==> config.mk <==
export PLATFORM = sky130hd
export DESIGN_NAME = joint_velocity_position_hold
export DESIGN_NICKNAME = d
export VERILOG_FILES = /design/src/design/jvph_pkg.sv /design/src/design/joint_velocity_position_hold.sv
export SDC_FILE = /design/constraint.sdc
export NUM_CORES = 2
export LEC_CHECK = 0
export CORE_MARGIN = 10
export CORE_UTILIZATION = 47
export CTS_CLUSTER_SIZE = 14
export DETAILED_ROUTE_END_ITERATION = 12
export DONT_BUFFER_PORTS = 1
export HOLD_SLACK_MARGIN = 0.06
export SYNTH_ARGS = -nofsm -noshare
export SYNTH_HDL_FRONTEND = slang
export SYNTH_SLANG_ARGS = --single-unit
==> constraint.sdc <==
create_clock -name clk_i -period 22.9 [get_ports clk_i]
set_input_delay 2.29 -clock clk_i [delete_from_list [all_inputs] [get_ports clk_i]]
set_output_delay 2.29 -clock clk_i [all_outputs]
set_load 0.01 [all_outputs]
==> src/design/jvph_pkg.sv <==
// Shared types and constants for the joint velocity / position hold controller.
package jvph_pkg;

  typedef enum logic [1:0] {
    ACT_TICK = 2'd0,
    ACT_VEL  = 2'd1,
    ACT_ABS  = 2'd2,
    ACT_REL  = 2'd3
  } action_e;

  typedef enum logic [1:0] {
    REG_MAX_VELOCITY    = 2'd0,
    REG_CORRECTION_GAIN = 2'd1,
    REG_HOLD_TOLERANCE  = 2'd2,
    REG_UNUSED          = 2'd3
  } reg_index_e;

  localparam int unsigned ValueW = 32;
  localparam int unsigned MaxVelW = 31;
  localparam int unsigned GainW = 16;
  localparam int unsigned TolW = 31;
  localparam int unsigned CfgW = 31;
  localparam int unsigned FracShift = 8;

  localparam logic [MaxVelW-1:0] MaxVelocityReset = 31'd32768;
  localparam logic [GainW-1:0] CorrectionGainReset = 16'd5120;
  localparam logic [TolW-1:0] HoldToleranceReset = 31'd1144;

endpackage

==> src/design/joint_velocity_position_hold.sv <==
// Joint velocity controller with proportional position hold and deadband.
// A tick item's result passes the input register, then the result register; command
// items give no result. Throughput: one item per cycle; a tick item waits in the input
// register while the result register holds a result not yet taken. The single path
// input register -> gain multiply, round and clamp -> result register sets this figure.
// Reset: hold active at angle zero, no pending commands, speed zero, registers at defaults.
module joint_velocity_position_hold (
  input  logic        clk_i,
  input  logic        rst_ni,
  input  logic        s_axis_tvalid,
  output logic        s_axis_tready,
  input  logic [63:0] s_axis_tdata,  // [31:0] command_value, [63:32] measured_angle
  input  logic [2:0]  s_axis_tuser,  // [1:0] action, [2] time_backward
  output logic        m_axis_tvalid,
  input  logic        m_axis_tready,
  output logic [31:0] m_axis_tdata,  // [31:0] velocity_cmd
  output logic        m_axis_tuser,  // [0] position_reset
  input  logic        cfg_we_i,
  input  logic [1:0]  cfg_index_i,
  input  logic [jvph_pkg::CfgW-1:0] cfg_data_i
);

  localparam int unsigned W = jvph_pkg::ValueW;
  localparam int unsigned ProdW = jvph_pkg::GainW + W + 1;

  // configuration
  logic [jvph_pkg::MaxVelW-1:0] max_vel_q;
  logic [jvph_pkg::GainW-1:0]   gain_q;
  logic [jvph_pkg::TolW-1:0]    tol_q;

  always_ff @(posedge clk_i or negedge rst_ni) begin
    if (!rst_ni) begin
      max_vel_q <= jvph_pkg::MaxVelocityReset;
      gain_q    <= jvph_pkg::CorrectionGainReset;
      tol_q     <= jvph_pkg::HoldToleranceReset;
    end else if (cfg_we_i) begin
      unique case (jvph_pkg::reg_index_e'(cfg_index_i))
        jvph_pkg::REG_MAX_VELOCITY:    max_vel_q <= cfg_data_i[jvph_pkg::MaxVelW-1:0];
        jvph_pkg::REG_CORRECTION_GAIN: gain_q <= cfg_data_i[jvph_pkg::GainW-1:0];
        jvph_pkg::REG_HOLD_TOLERANCE:  tol_q <= cfg_data_i[jvph_pkg::TolW-1:0];
        default: ;
      endcase
    end
  end

  // input register
  logic                   in_valid_q;
  jvph_pkg::action_e      in_action_q;
  logic signed [W-1:0]    in_cmd_q;
  logic signed [W-1:0]    in_angle_q;
  logic                   in_back_q;

  logic out_free;
  logic in_go;
  logic in_is_tick;

  assign in_is_tick    = (in_action_q == jvph_pkg::ACT_TICK);
  assign out_free      = !m_axis_tvalid || m_axis_tready;
  assign in_go         = in_valid_q && (!in_is_tick || out_free);
  assign s_axis_tready = !in_valid_q || in_go;

  always_ff @(posedge clk_i or negedge rst_ni) begin
    if (!rst_ni) begin
      in_valid_q <= 1'b0;
    end else if (s_axis_tready) begin
      in_valid_q <= s_axis_tvalid;
    end
  end

  always_ff @(posedge clk_i) begin
    if (s_axis_tvalid && s_axis_tready) begin
      in_action_q <= jvph_pkg::action_e'(s_axis_tuser[1:0]);
      in_back_q   <= s_axis_tuser[2];
      in_cmd_q    <= s_axis_tdata[31:0];
      in_angle_q  <= s_axis_tdata[63:32];
    end
  end

  // controller state
  logic                vel_pend_q, abs_pend_q, rel_pend_q;
  logic signed [W-1:0] vel_val_q, abs_val_q, rel_val_q;
  logic signed [W-1:0] run_speed_q, hold_angle_q;
  logic                hold_q;

  logic                vel_pend_d, abs_pend_d, rel_pend_d;
  logic signed [W-1:0] vel_val_d, abs_val_d, rel_val_d;
  logic signed [W-1:0] run_speed_d, hold_angle_d;
  logic                hold_d;

  logic signed [W:0]   rel_sum;
  logic signed [W-1:0] rel_sat;

  assign rel_sum = {in_angle_q[W-1], in_angle_q} + {rel_val_q[W-1], rel_val_q};
  always_comb begin
    if (rel_sum[W] != rel_sum[W-1]) begin
      rel_sat = rel_sum[W] ? {1'b1, {(W-1){1'b0}}} : {1'b0, {(W-1){1'b1}}};
    end else begin
      rel_sat = rel_sum[W-1:0];
    end
  end

  always_comb begin
    vel_pend_d   = vel_pend_q;
    abs_pend_d   = abs_pend_q;
    rel_pend_d   = rel_pend_q;
    vel_val_d    = vel_val_q;
    abs_val_d    = abs_val_q;
    rel_val_d    = rel_val_q;
    run_speed_d  = run_speed_q;
    hold_angle_d = hold_angle_q;
    hold_d       = hold_q;
    unique case (in_action_q)
      jvph_pkg::ACT_VEL: begin
        vel_pend_d = 1'b1;
        vel_val_d  = in_cmd_q;
      end
      jvph_pkg::ACT_ABS: begin
        abs_pend_d = 1'b1;
        abs_val_d  = in_cmd_q;
      end
      jvph_pkg::ACT_REL: begin
        rel_pend_d = 1'b1;
        rel_val_d  = in_cmd_q;
      end
      default: begin
        // tick: a backward jump drops speed and hold, keeps pending commands
        priority if (in_back_q) begin
          run_speed_d = '0;
          hold_d      = 1'b0;
        end else if (vel_pend_q) begin
          hold_d = 1'b0;
          if (run_speed_q != '0 && vel_val_q == '0) begin
            hold_d       = 1'b1;
            hold_angle_d = in_angle_q;
          end
          run_speed_d = vel_val_q;
          vel_pend_d  = 1'b0;
        end else if (abs_pend_q) begin
          hold_d       = 1'b1;
          hold_angle_d = abs_val_q;
          abs_pend_d   = 1'b0;
        end else if (rel_pend_q) begin
          hold_d       = 1'b1;
          hold_angle_d = rel_sat;
          rel_pend_d   = 1'b0;
        end
      end
    endcase
  end

  always_ff @(posedge clk_i or negedge rst_ni) begin
    if (!rst_ni) begin
      vel_pend_q   <= 1'b0;
      abs_pend_q   <= 1'b0;
      rel_pend_q   <= 1'b0;
      vel_val_q    <= '0;
      abs_val_q    <= '0;
      rel_val_q    <= '0;
      run_speed_q  <= '0;
      hold_angle_q <= '0;
      hold_q       <= 1'b1;
    end else if (in_go) begin
      vel_pend_q   <= vel_pend_d;
      abs_pend_q   <= abs_pend_d;
      rel_pend_q   <= rel_pend_d;
      vel_val_q    <= vel_val_d;
      abs_val_q    <= abs_val_d;
      rel_val_q    <= rel_val_d;
      run_speed_q  <= run_speed_d;
      hold_angle_q <= hold_angle_d;
      hold_q       <= hold_d;
    end
  end

  // velocity output
  logic signed [W:0]     err;
  logic [W:0]            err_mag;
  logic [ProdW-1:0]      prod;
  logic [ProdW-1:0]      prod_rnd;
  logic [ProdW-jvph_pkg::FracShift-1:0] prod_sh;
  logic [W:0]            hold_mag;
  logic signed [W:0]     pre_clamp;
  logic signed [W:0]     lim;
  logic signed [W:0]     clamped;
  logic signed [W-1:0]   vel_out;

  assign err      = {hold_angle_d[W-1], hold_angle_d} - {in_angle_q[W-1], in_angle_q};
  assign err_mag  = err[W] ? (W + 1)'(0) - err : err;
  assign prod     = {{(ProdW-jvph_pkg::GainW){1'b0}}, gain_q} * {{(ProdW-W-1){1'b0}}, err_mag};
  assign prod_rnd = prod + ProdW'(1 << (jvph_pkg::FracShift - 1));
  assign prod_sh  = prod_rnd[ProdW-1:jvph_pkg::FracShift];
  // saturate magnitude at 2^31 before the sign goes back on
  assign hold_mag = (|prod_sh[ProdW-jvph_pkg::FracShift-1:W-1]) ?
                    {2'b01, {(W-1){1'b0}}} : {2'b00, prod_sh[W-2:0]};
  assign lim      = {2'b00, max_vel_q};

  always_comb begin
    if (hold_d) begin
      if (err_mag <= {2'b00, tol_q}) begin
        pre_clamp = '0;
      end else begin
        pre_clamp = err[W] ? (W + 1)'(0) - hold_mag : hold_mag;
      end
    end else begin
      pre_clamp = {run_speed_d[W-1], run_speed_d};
    end
    if (pre_clamp > lim) begin
      clamped = lim;
    end else if (pre_clamp < -lim) begin
      clamped = -lim;
    end else begin
      clamped = pre_clamp;
    end
    vel_out = clamped[W-1:0];
  end

  // result register
  logic                out_valid_q;
  logic signed [W-1:0] out_vel_q;
  logic                out_reset_q;

  always_ff @(posedge clk_i or negedge rst_ni) begin
    if (!rst_ni) begin
      out_valid_q <= 1'b0;
    end else if (in_go && in_is_tick) begin
      out_valid_q <= 1'b1;
    end else if (m_axis_tready) begin
      out_valid_q <= 1'b0;
    end
  end

  always_ff @(posedge clk_i) begin
    if (in_go && in_is_tick) begin
      out_vel_q   <= in_back_q ? '0 : vel_out;
      out_reset_q <= in_back_q;
    end
  end

  assign m_axis_tvalid = out_valid_q;
  assign m_axis_tdata  = out_vel_q;
  assign m_axis_tuser  = out_reset_q;

endmodule

==> impl_metrics.tcl <==
set metrics [dict create \
    synthCells 4822 \
    status "finished clean" \
    fin_setup_tns_ps 0 \
    area_delta_synth_final_pct 5.98 \
    async_flop_share_pct 70.9 \
    h-tree-depth 2 \
    cp_slowest_cell "a211oi_4" \
    timing.final.crit_share_pct 92.6 \
    cp.arrival_ps 21520 \
    die-area_mm2 0.103 \
    drtAntennaViolNets 0 \
    yosysSeqAreaShare_pct 21.3 \
    grt_usage_pct 27.2 \
    grt_pass1_wl_um 220000 \
    fp-row-count 110 \
    drtPass1Iterations 6 \
    clock-sinks 344 \
    detail_route.wl_per_cell_um 23.9 \
    worst_setup_hold_path_clk_slew_ps 70 \
    fmaxAchievable_ghz 0.0472 \
    layout-drive-gt1-share_pct 8.34 \
    preCtsSetupSlack_ps 1820 \
    cts_tree "yes" \
    port_buffers 0 \
    core_mm2 0.0901 \
    vias_per_cell 6.11 \
    cap_violations 0 \
    yosys-top-cells-area "fa_1 (20%), dfrtp_1 (14%), ha_1 (9.1%)" \
    synth.avg_cell_area_um2 8.87 \
    instances_no_fill 5888 \
    antenna_found_initial 8 \
    worstPathRequired_ps 23220 \
    synth_top_area_share_pct 20.3 \
    synth_fp_nets 5672 \
    tightest_slew_ps 1340 \
    dr.first_iter.drc_count 3160 \
    min_path_type "flop to flop" \
    ys.flop_type "dfrtp_1" \
    clock_path_buffers 3 \
    maxSlewViolCount 0 \
    relSlewSlack_pct 10.2 \
    die_w_um 322 \
    min_period_ps 21200 \
    endpoint_kind "flop" \
    synth_area_mm2 0.0427 \
    cts_made_buffers 37 \
    crit_type "flop to flop" \
    post_cts_buffers 0 \
    startpoint_type "flop" \
    place.gp.congestion 0.992 \
    nFillCells 8545 \
    cpPeakStageDelay_ps 850 \
    cts_root_buf "clkbuf_16" \
    io_pins 140 \
    setup_viol 0 \
    via_count 35965 \
    yosysWarnings 0 \
    synth_edf_count 100 \
    hold_viol_final 0 \
    crit_fanout 25 \
    netlist-cell-type-count 100 \
    layout_setup_ws_ps 1700 \
    rsz0062_at_grt "false" \
    grt_pass1_vias 36193 \
    fin_hold_ws_ps 499 \
    dp.final_hpwl_um 112000 \
    netlist.top_cell.by_area "fa_1" \
    dp.cells 5820 \
    clk_latency_ps 580 \
    grt_max_degree 245 \
    wirelength_um 141000 \
    num-nets-final 5533 \
    finClkSkew_ps 30.3 \
    drc 0 \
    synth.ff_latch_count 344 \
    gr-total-overflow 0 \
    die_h_um 322 \
    initial_core_util_pct 47.4 \
]
-- layout make-up --
type                    instances  area, um^2  share of cell area [%]
clock buffers                  46        1040                    2.30
diodes                          1        2.50                 0.00552
clock inverters                21         205                   0.453
inverters                     640        2400                    5.30
repair buffers                 84         631                    1.39
multi-input cells            3576       30400                    67.2
flip-flops and latches        344        9120                    20.1
well taps                    1176        1470                    3.25
-- cell families after synthesis --
| family | Yosys count | synth area share, % |
|---|---|---|
| xor gates and xnor gates | 141 | 2.89 |
| muxes | 155 | 4.06 |
| AOI/OAI and AO/OA | 1062 | 17.0 |
| adders and majority gates | 745 | 29.4 |
| buffers and inverters | 902 | 8.04 |
| DFF | 344 | 21.3 |
| and+or+nand+nor | 1473 | 17.2 |
-- cells in the mapped netlist, types with 97 or more instances --
cell and count:
a21oi_1 233, nand2_1 512, ha_1 311, inv_1 639, xnor2_1 97, dfrtp_1 235
nor2_1 230, fa_1 434, and2_1 258, clkbuf_1 220, mux2_2 148, o21ai_0 161
edfxtp_1 100
-- flip-flops by register name, indices dropped and copies added, names as in the netlist, 2 cells and up --
signal,flops
max_vel_q,31
in_action_q,2
tol_q,31
rel_val_q,32
hold_angle_q,32
m_axis_tdata,32
run_speed_q,32
in_cmd_q,32
in_angle_q,32
gain_q,16
vel_val_q,32
abs_val_q,32
-- per-layer routing --
| metal | up-vias | track usage [%] | share of wire (%) |
|---|---|---|---|
| li1 | 16307 | - | - |
| met1 | 18040 | 36.6 | 43 |
| met2 | 1366 | 44.2 | 46 |
| met3 | 248 | 3.65 | 6.7 |
| met4 | 4 | 10.0 | 3.9 |
| met5 | - | 0 | 0.015 |
-- path summary, 6_finish.rpt --
path	slack (ps)	depth (start not counted)	startpoint	to
max in group asynchronous	20790	0	rst_ni	gain_q[3]
hold reg to reg	500	2	hold_q	hold_q
hold / removal	500	2	hold_q	hold_q
setup / recovery	1700	71	in_angle_q[1]	m_axis_tdata[20]
setup reg to reg	1700	71	in_angle_q[1]	m_axis_tdata[20]
min in group asynchronous	1430	0	rst_ni	abs_val_q[10]
-- cell usage in the layout, fill, tap and decap left out, types with 49 or more instances in the layout --
master,count
nand2_1,511
buf_4,84
a21oi_1,233
edfxtp_1,100
ha_1,311
o21ai_0,161
a221oi_1,49
xnor2_1,76
nand4_1,72
and2_1,258
nand3_1,55
dfrtp_1,234
a211oi_1,55
o22ai_1,67
mux2_2,148
nor3_1,92
nor2_1,227
a21o_1,92
inv_1,639
fa_1,434
-- worst max-delay path: cells and delay by family, from the launching register on --
family | cells | cell delay, ps
compound gates | 34 | 9350
fa+ha+maj | 11 | 4980
simple gates | 16 | 4080
buf+inv | 8 | 1490
flops | 1 | 470
mux | 1 | 260
xor+xnor | 1 | 180
-- what timing repair did --
action	in CTS	in global routing
hold buffers	0	0
setup endpoints to repair	0	23
gates resized for setup	0	4
-- per-stage QoR --
| step | utilization (%) | instance area, um^2 |
|---|---|---|
| after floorplan | - | 42700 |
| after global placement | 48.9 | 44000 |
| after detailed placement | 48.9 | 44000 |
| after CTS | 50.2 | 45300 |
| after global routing | 50.3 | 45300 |
| final | 50.3 | 45300 |
Power is not shown: default switching activity piles up to over one toggle a cycle in this logic, so the estimate is an artifact.
